`config.mk`:
```
export PLATFORM = sky130hd
export DESIGN_NAME = bitpacked_value_unpacker_unit
export DESIGN_NICKNAME = d
export VERILOG_FILES = /design/src/bvu_pkg.sv /design/src/bvu_ctrl.sv /design/src/bvu_dp.sv /design/src/bitpacked_value_unpacker_unit.sv
export VERILOG_INCLUDE_DIRS = /design/src /design/src/src
export SDC_FILE = /design/constraint.sdc
export NUM_CORES = 1
export LEC_CHECK = 0
export BUFFER_PORTS_ARGS = -buffer_cell sky130_fd_sc_hd__buf_4
export CAP_MARGIN = 15
export CORE_MARGIN = 4
export CORE_UTILIZATION = 45
export CTS_BUF_LIST = sky130_fd_sc_hd__clkbuf_8 sky130_fd_sc_hd__clkbuf_16
export DETAILED_ROUTE_END_ITERATION = 7
export PLACE_DENSITY = 0.75
export SLEW_MARGIN = 20
export SYNTH_ARGS = -nofsm -noshare
export SYNTH_HDL_FRONTEND = slang
export SYNTH_HIERARCHICAL = 1
export SYNTH_SLANG_ARGS = --single-unit
```
`constraint.sdc`:
```
create_clock -name clk -period 3.1 [get_ports clk]
set_input_delay 0.62 -clock clk [delete_from_list [all_inputs] [get_ports clk]]
set_output_delay 0.62 -clock clk [all_outputs]
set_load 0.005 [all_outputs]
```
`src/bitpacked_value_unpacker_unit_assert.svh`:
```
// Assertion macros for the bit unpacker modules.
// Needs a clk and an active-low arst_n in the including module.
`ifndef BITPACKED_VALUE_UNPACKER_UNIT_ASSERT_SVH
`define BITPACKED_VALUE_UNPACKER_UNIT_ASSERT_SVH

// same-cycle implication
`define BVU_ASSERT_NOW(lbl, ante, cons, msg) \
	lbl: assert property (@(posedge clk) disable iff (!arst_n) (ante) |-> (cons)) else $error(msg);

// next-cycle implication
`define BVU_ASSERT_NEXT(lbl, ante, cons, msg) \
	lbl: assert property (@(posedge clk) disable iff (!arst_n) (ante) |=> (cons)) else $error(msg);

`endif

```
`src/bvu_pkg.sv`:
```
// Package for the bit unpacker: controller states, command/status structs, constants.
// No dependencies.
`timescale 1ns / 1ps

package bvu_pkg;

	localparam logic [5:0] WORD_BITS  = 6'd32;
	localparam logic [5:0] WIDTH_MIN  = 6'd1;
	localparam logic [5:0] WIDTH_MAX  = 6'd32;
	localparam logic [5:0] WIDTH_RST  = 6'd32;
	localparam logic [4:0] BLOCK_LAST = 5'd31;

	typedef enum logic [0:0] {
		ST_IDLE,
		ST_EMIT
	} state_t;

	typedef struct packed {
		logic load;
		logic pop;
	} dp_cmd_t;

	typedef struct packed {
		logic last;
	} dp_sts_t;

endpackage

```
`src/bvu_ctrl.sv`:
```
// Bit unpacker controller: accept/emit state machine and output valid flag.
// Depends on bvu_pkg and bitpacked_value_unpacker_unit_assert.svh.
`timescale 1ns / 1ps
`include "bitpacked_value_unpacker_unit_assert.svh"

module bvu_ctrl
	import bvu_pkg::*;
(
	input  logic    clk,
	input  logic    arst_n,
	input  logic    in_valid,
	output logic    in_ready,
	output logic    out_valid,
	input  logic    out_ready,
	output dp_cmd_t cmd,
	input  dp_sts_t sts
);

	state_t state_q;
	state_t state_d;
	logic   out_valid_q;

	always_comb begin
		state_d = state_q;
		case (state_q)
			ST_IDLE: begin
				if (cmd.load) state_d = ST_EMIT;
			end
			ST_EMIT: begin
				if (cmd.pop && sts.last) state_d = ST_IDLE;
			end
			default: state_d = ST_IDLE;
		endcase
	end

	always_comb begin
		in_ready = 1'b0;
		cmd.load = 1'b0;
		cmd.pop  = 1'b0;
		case (state_q)
			ST_IDLE: begin
				in_ready = 1'b1;
				cmd.load = in_valid;
			end
			ST_EMIT: begin
				cmd.pop = !out_valid_q || out_ready;
			end
			default: begin
				in_ready = 1'b0;
			end
		endcase
	end

	always_ff @(posedge clk or negedge arst_n) begin
		if (!arst_n) begin
			state_q     <= ST_IDLE;
			out_valid_q <= 1'b0;
		end else begin
			state_q <= state_d;
			if (cmd.pop) out_valid_q <= 1'b1;
			else if (out_ready) out_valid_q <= 1'b0;
		end
	end

	assign out_valid = out_valid_q;

	`BVU_ASSERT_NEXT(a_last_pop_frees_input, cmd.pop && sts.last, in_ready, "input not free after last value")
	`BVU_ASSERT_NEXT(a_pop_fills_output, cmd.pop, out_valid, "popped value not presented")
	`BVU_ASSERT_NEXT(a_load_blocks_input, cmd.load, !in_ready, "input taken while word in work")

endmodule

```
`src/bvu_dp.sv`:
```
// Bit unpacker datapath: width register, 63-bit bit buffer, block index, output register.
// Depends on bvu_pkg and bitpacked_value_unpacker_unit_assert.svh.
`timescale 1ns / 1ps
`include "bitpacked_value_unpacker_unit_assert.svh"

module bvu_dp
	import bvu_pkg::*;
(
	input  logic        clk,
	input  logic        arst_n,
	input  dp_cmd_t     cmd,
	output dp_sts_t     sts,
	input  logic [31:0] packed_word,
	input  logic        cfg_we,
	input  logic [5:0]  cfg_data,
	output logic [5:0]  width,
	output logic [31:0] value,
	output logic        last_of_word,
	output logic        block_end
);

	logic [5:0]  width_q;
	logic [62:0] buf_q;
	logic [5:0]  held_q;
	logic [4:0]  idx_q;
	logic [31:0] value_q;
	logic        last_q;
	logic        bend_q;
	logic [31:0] mask;
	logic        cfg_ok;

	assign cfg_ok   = cfg_we && (cfg_data >= WIDTH_MIN) && (cfg_data <= WIDTH_MAX);
	assign mask     = 32'hFFFF_FFFF >> (WORD_BITS - width_q);
	assign sts.last = {1'b0, held_q} < {width_q, 1'b0};

	always_ff @(posedge clk or negedge arst_n) begin
		if (!arst_n) begin
			width_q <= WIDTH_RST;
			buf_q   <= '0;
			held_q  <= '0;
			idx_q   <= '0;
		end else if (cfg_ok) begin
			width_q <= cfg_data;
			buf_q   <= '0;
			held_q  <= '0;
			idx_q   <= '0;
		end else if (cmd.load) begin
			buf_q  <= buf_q | ({31'b0, packed_word} << held_q[4:0]);
			held_q <= held_q + WORD_BITS;
		end else if (cmd.pop) begin
			buf_q  <= buf_q >> width_q;
			held_q <= held_q - width_q;
			idx_q  <= idx_q + 5'd1;
		end
	end

	always_ff @(posedge clk) begin
		if (cmd.pop) begin
			value_q <= buf_q[31:0] & mask;
			last_q  <= sts.last;
			bend_q  <= (idx_q == BLOCK_LAST);
		end
	end

	assign width        = width_q;
	assign value        = value_q;
	assign last_of_word = last_q;
	assign block_end    = bend_q;

	`BVU_ASSERT_NEXT(a_load_gives_value, cmd.load, held_q >= width_q, "word left too few bits")
	`BVU_ASSERT_NOW(a_width_legal, 1'b1, (width_q >= WIDTH_MIN) && (width_q <= WIDTH_MAX), "width out of range")
	`BVU_ASSERT_NEXT(a_cfg_clears, cfg_ok, (held_q == '0) && (idx_q == '0), "write kept stream")

endmodule

```
`src/bitpacked_value_unpacker_unit.sv`:
```
// Bit unpacker top level: APB register decode, controller and datapath.
// Depends on bvu_pkg, bvu_ctrl, bvu_dp.
//
//  channel  | signals                                  | role
//  ---------+------------------------------------------+-------------------------------
//  in       | in_valid, in_ready, packed_word          | 32-bit packed words
//  out      | out_valid, out_ready, value, last_of_word, block_end | unpacked values
//  apb      | psel, penable, pwrite, paddr, pwdata, prdata, pready | value_width at 0x0
//
// A word is taken in, then yields floor((held + 32) / width) values, one per cycle while the
// output is not stalled; width 1 yields 32 values per word.
// The single-ported bit buffer alternates between word load and value extraction.
// Reset: width 32, buffer and block position empty. A legal width write also empties them.
// An output stall holds the output register and pauses extraction; input is taken
// again once the last value of the word has moved into the output register.
`timescale 1ns / 1ps

module bitpacked_value_unpacker_unit
	import bvu_pkg::*;
(
	input  logic        clk,
	input  logic        arst_n,
	input  logic        in_valid,
	output logic        in_ready,
	input  logic [31:0] packed_word,
	output logic        out_valid,
	input  logic        out_ready,
	output logic [31:0] value,
	output logic        last_of_word,
	output logic        block_end,
	input  logic        psel,
	input  logic        penable,
	input  logic        pwrite,
	input  logic [2:0]  paddr,
	input  logic [31:0] pwdata,
	output logic [31:0] prdata,
	output logic        pready
);

	dp_cmd_t    cmd;
	dp_sts_t    sts;
	logic       cfg_we;
	logic [5:0] width;

	assign pready = 1'b1;
	assign cfg_we = psel && penable && pwrite && !paddr[2];
	assign prdata = paddr[2] ? 32'h0 : {26'b0, width};

	bvu_ctrl u_ctrl (
		.clk       (clk),
		.arst_n    (arst_n),
		.in_valid  (in_valid),
		.in_ready  (in_ready),
		.out_valid (out_valid),
		.out_ready (out_ready),
		.cmd       (cmd),
		.sts       (sts)
	);

	bvu_dp u_dp (
		.clk          (clk),
		.arst_n       (arst_n),
		.cmd          (cmd),
		.sts          (sts),
		.packed_word  (packed_word),
		.cfg_we       (cfg_we),
		.cfg_data     (pwdata[5:0]),
		.width        (width),
		.value        (value),
		.last_of_word (last_of_word),
		.block_end    (block_end)
	);

endmodule

```
Word-level counts from Yosys, hierarchy flattened
Index checks and enable logic that the tools add are counted.
Storage, ports and cells
  flip-flop bits (word level): 116
  output and inout bits: 69
Cells by class
  add/sub/neg operators: 4
  $lt $le $gt $ge: 3
  equal/unequal tests: 2
  shift-type cells: 3
  muxes and demuxes: 18
  bitwise operators: 3
  reduce and logical (&&, ||, !) cells: 13
Operator list (number)
  two-way mux 63 bit: 3
  OR 63 bit: 1
  << shifter 32 x 5 -> 63 bit: 1
  >> shifter 63 x 6 -> 63 bit: 1
  AND 32 bit: 1
  >> shifter 32 x 6 -> 32 bit (first input constant): 1
  two-way mux 6 bit: 4
  two-way mux 5 bit: 3
  less-than comparator 6 x 7 -> 1 bit: 1
  two-way mux 1 bit: 7
  adder 6 bit (second input constant): 1
  greater-or-equal comparator 6 x 1 -> 1 bit (second input constant): 1
  less-or-equal comparator 6 bit (second input constant): 1
  logical AND 1 bit: 6
  subtractor 6 bit: 1
  subtractor 6 bit (first input constant): 1
  adder 5 x 1 -> 5 bit (second input constant): 1
  equality test 5 bit (second input constant): 1
  nonzero test 2 bit: 2
  nonzero test 3 bit: 1
  logical NOT 1 bit: 2
  != test 2 x 1 -> 1 bit (second input constant): 1
  case mux 1 bit (2 select lines): 1
  AND reduction 2 bit: 1
  2 further kinds: 2

Logic depth before layout (Yosys ltp)
  depth after elaboration: 7
  depth in mapped cells: 11
  mapped depth without buffers: 9

Hierarchy
Netlist, hierarchy kept.
Modules (own cells, without submodules)
  bvu_dp: instances 1, cells each 1190, area an instance 11374.7 um^2, seq. area each 3024.2 um^2
  bitpacked_value_unpacker_unit: instances 1, cells each 36, area an instance 272.8 um^2, seq. area each 0.0 um^2
  bvu_ctrl: instances 1, cells each 9, area an instance 95.1 um^2, seq. area each 50.0 um^2

Worst setup path after synthesis
Ideal clock, no wire load.
  kind: input to register
  from: input port out_ready
  to: register u_dp.buf_q[39]
  library setup time: 0.126 ns
  arrival: 2.617 ns
  slack: 0.357 ns
  cell stages on the path: 9
  path buffers: 3
  path through: nand2b_4 -> and2_2 -> clkbuf_1 -> inv_1 -> nor2_1 -> nor2_1 -> clkbuf_1 -> clkbuf_1 -> a221o_1
RTL lines
  start, declared: RTL line bitpacked_value_unpacker_unit.sv:27  | input logic out_ready,
  end signal, assigned: RTL line bvu_dp.sv:48  | buf_q <= buf_q | ({31'b0, packed_word} << held_q[4:0]);
  end signal, assigned: RTL line bvu_dp.sv:51  | buf_q <= buf_q >> width_q;
  end, declared: RTL line bvu_dp.sv:23  | logic [62:0] buf_q;

Worst setup path after layout
  from: register u_dp.held_q[1]
  to: register u_dp.buf_q[18]
Between the ends
  word-level cells in the longest chain between the ends: 4
RTL lines
  start, declared: RTL line bvu_dp.sv:24  | logic [5:0] held_q;
  start signal, assigned: RTL line bvu_dp.sv:49  | held_q <= held_q + WORD_BITS;
  start signal, assigned: RTL line bvu_dp.sv:52  | held_q <= held_q - width_q;
  << shifter 32 x 5 -> 63 bit: RTL line bvu_dp.sv:48
  OR 63 bit: RTL line bvu_dp.sv:48
  two-way mux 63 bit: RTL line bvu_dp.sv:47  | end else if (cmd.load) begin
  two-way mux 63 bit: RTL line bvu_dp.sv:42  | end else if (cfg_ok) begin
Every way passes these cells.
A chain may end at the register's enable or synchronous reset.

==> reports/summary.txt <==
DRC Markers - 0
Detailed Route WL - 49100 um
Hold Buf Count CTS - 0
Grt total ovfl - 0
Most frequent cells in the layout - 191 x buf_4, 132 x nand2_1, 106 x nor2_1
Die ar. - 0.0287 mm^2
Max Cap Violations - 0
Row Count - 58
Share of cells above drive strength 1 - 31.1%
Most congested layer reported by global routing - met2
Antenna violations before repair - 1
Vias in the first global route - 11000
Worst Hold Class - primary input to asynchronous set/reset pin
Die Wd - 170 um
Fmax - 336 MHz
Dpl ws - 0.0925 ns
Most common cell after layout, fill and taps aside - buf_4
Port Buf Inserts - 87
Post-synth EDFFs - 34
Hold Fails Final Rpt - 0
Pwr Density - 1070 mW/mm^2
Crit Path Class - register to register
Fin crit period - 2.97 ns
Die height - 170 um
Status - completed
Root Driver - clkbuf_16
Sequential share of the synthesized area - 26.2%
PnR worst setup slack - 0.128 ns
Critical Path RT - 3.36 ns
GRT Util Overall - 33.8%
Synthesized instance count - 1235
Global-route wire length before repair - 72500 um
Cell Area, Placed - 0.0132 mm^2
Fin crit share - 95.9%
YS warnings - 6
Wire length per cell - 29.0 um
CP Data Arrival Time - 3.23 ns
Vias per cell - 6.85
Post-Syn Area - 0.0117 mm^2
Total power - 14.8 mW
Post-DRT Antenna Nets - 0
Asr flop ratio synth - 70.7%
Met2 Use GR - 51.6%
Netlist cell types - 83
RSZ-0062 raised after global routing - false
Global Route met1 Usage - 46.8%
Worst vdd ir - 0.578 mV
HPWL Detailed - 37900 um
Worst Max-Slew Pin Slew - 1.23 ns
Slew HR - 17.6%
Crit end category - register
Deepest clock path buffer count - 2
Initial DRC count - 1690
Core region area - 0.0254 mm^2
Syn avg cell area - 9.51 um^2
Met3 usage - 8.64%
Clock latency on the worst-skew pair - 0.43 ns
Post-cts resize count - 0
Syn-to-layout area delta - 17.9%
Clock-pin slew on the worst setup and hold paths - 0.07 ns
Starting density of the core - 46.2%
Leakage - 5.68 nW
CTS buffer count - 17
# Post-CTS Setup Buffers - 0
Max-slew violation count - 0
CTS tree - done
H-tree levels - 4
Vias after detailed routing - 11600
Sink Count - 116
FILL cells - 2340
Max FO, Critical Path - 14
Final setup viols - 0
#FFs+latches synth - 116
Largest net degree at the start of global routing - 72
Design area - 0.0138 mm^2
Nets - 1439
Crit path launch type - register
Max Clock Skew - 0.0189 ns
TritonRoute pass-1 iters - 6
# IOs - 143
RePlAce Congestion - 1.02
Synth Flop Type - dfrtp_1
-- through the flow --
| step | std cells | util [%] | hold WS [ns] | TNS, ns |
|---|---|---|---|---|
| after floorplan | 1260 | - | 0.324 | 0 |
| after global placement | 1659 | 52.0 | 0.490 | -0.981 |
| after detailed placement | 1660 | 52.1 | 0.502 | 0 |
| after CTS | 1692 | 54.5 | 0.214 | 0 |
| after global routing | 1692 | 54.5 | 0.230 | 0 |
| final | 1693 | 54.5 | 0.203 | 0 |
-- sequential cells by signal, summed over array words and instances (netlist names) --
register,count
u_dp/idx_q,5
u_dp/buf_q,63
u_dp/held_q,6
u_dp/block_end,1
u_dp/last_of_word,1
u_ctrl/out_valid,1
u_dp/value,32
u_ctrl/state_q,1
u_dp/width,6
-- final cells by class --
cell class	count	area, um^2	share of cell area (%)
flip-flops and latches	116	3080	22.3
diodes	1	2.50	0.0181
multi-input cells	995	8070	58.3
clock inverters	15	190	1.37
clock buffers	17	425	3.07
inverters	20	75.1	0.542
well taps	330	413	2.98
repair buffers	199	1580	11.4
-- logic make-up (layout without fill, tap and decap cells) --
logic type      after synthesis  after routing  share of synthesized area (%)
flops                       116            116                           26.2
compound gates              333            333                           19.1
simple gates                371            371                           14.7
buf+inv                     149            251                           6.08
mux                         240            240                           31.5
fa+ha+maj                    16             16                           1.77
other cells                   2             28                         0.0640
xor+xnor                      8              8                          0.597
-- worst max-delay path, stage by stage (launching register included) --
cell and delay (ns):
dfrtp_2 0.57, buf_4 0.22, mux4_1 0.57, mux2_2 0.31
mux2i_1 0.24, o22ai_1 0.17, o31ai_1 0.54, a31oi_1 0.17
-- routing by layer --
layer  vias up  share of wire (%)
li1       4963                  -
met1      5675                 39
met3       144                 12
met4         0                4.6
met2       812                 45
met5         -                  0
-- Yosys cell counts, types with 7 or more instances --
cell type	number	area share, %
a32oi_1	11	0.82
nor4_1	7	0.37
edfxtp_1	34	8.7
a21oi_1	74	3.2
clkbuf_1	59	1.9
a22o_1	11	0.82
o22ai_1	19	1.0
o211ai_1	13	0.83
mux4_1	7	1.6
buf_1	17	0.54
nor3_1	22	0.94
mux2i_1	74	6.3
mux4_2	87	17
nor2_1	107	3.4
o211a_1	7	0.60
nand4_1	7	0.37
nand3_1	21	0.90
inv_1	15	0.48
nor2b_1	10	0.53
o21ai_0	72	3.1
o31ai_1	12	0.77
a21o_1	7	0.45
nand2_1	132	4.2
and2_1	12	0.64
mux2_2	72	6.9
dfrtp_1	81	17
buf_2	19	0.81
a22oi_1	12	0.77
and3_1	12	0.64
ha_1	15	1.6
o22a_1	8	0.60
a31oi_1	14	0.75
nand2b_1	9	0.48
a211oi_1	13	0.83
buf_4	33	2.1
-- where the power goes --
group          internal, mW  switching, mW
logic                  4.04           5.42
registers              2.19          0.966
clock network          1.29          0.870
-- worst paths after layout --
path | startpoint | to | slack (ns) | cells after the start
max in group asynchronous | arst_n | u_dp/buf_q[50]$_DFFE_PN0P_ | 2.12 | 2
max | u_dp/held_q[1]$_DFFE_PN0P_ | u_dp/buf_q[18]$_DFFE_PN0P_ | 0.13 | 7
min in group clk | pwdata[3] | u_dp/width[3]$_DFFE_PN0N_ | 0.42 | 3
min | arst_n | u_dp/buf_q[14]$_DFFE_PN0P_ | 0.20 | 1
min reg2reg | u_ctrl/state_q$_DFF_PN0_ | u_ctrl/state_q$_DFF_PN0_ | 0.52 | 1
max reg2reg | u_dp/held_q[1]$_DFFE_PN0P_ | u_dp/buf_q[18]$_DFFE_PN0P_ | 0.13 | 7
Power figures use the tool's default switching activity.
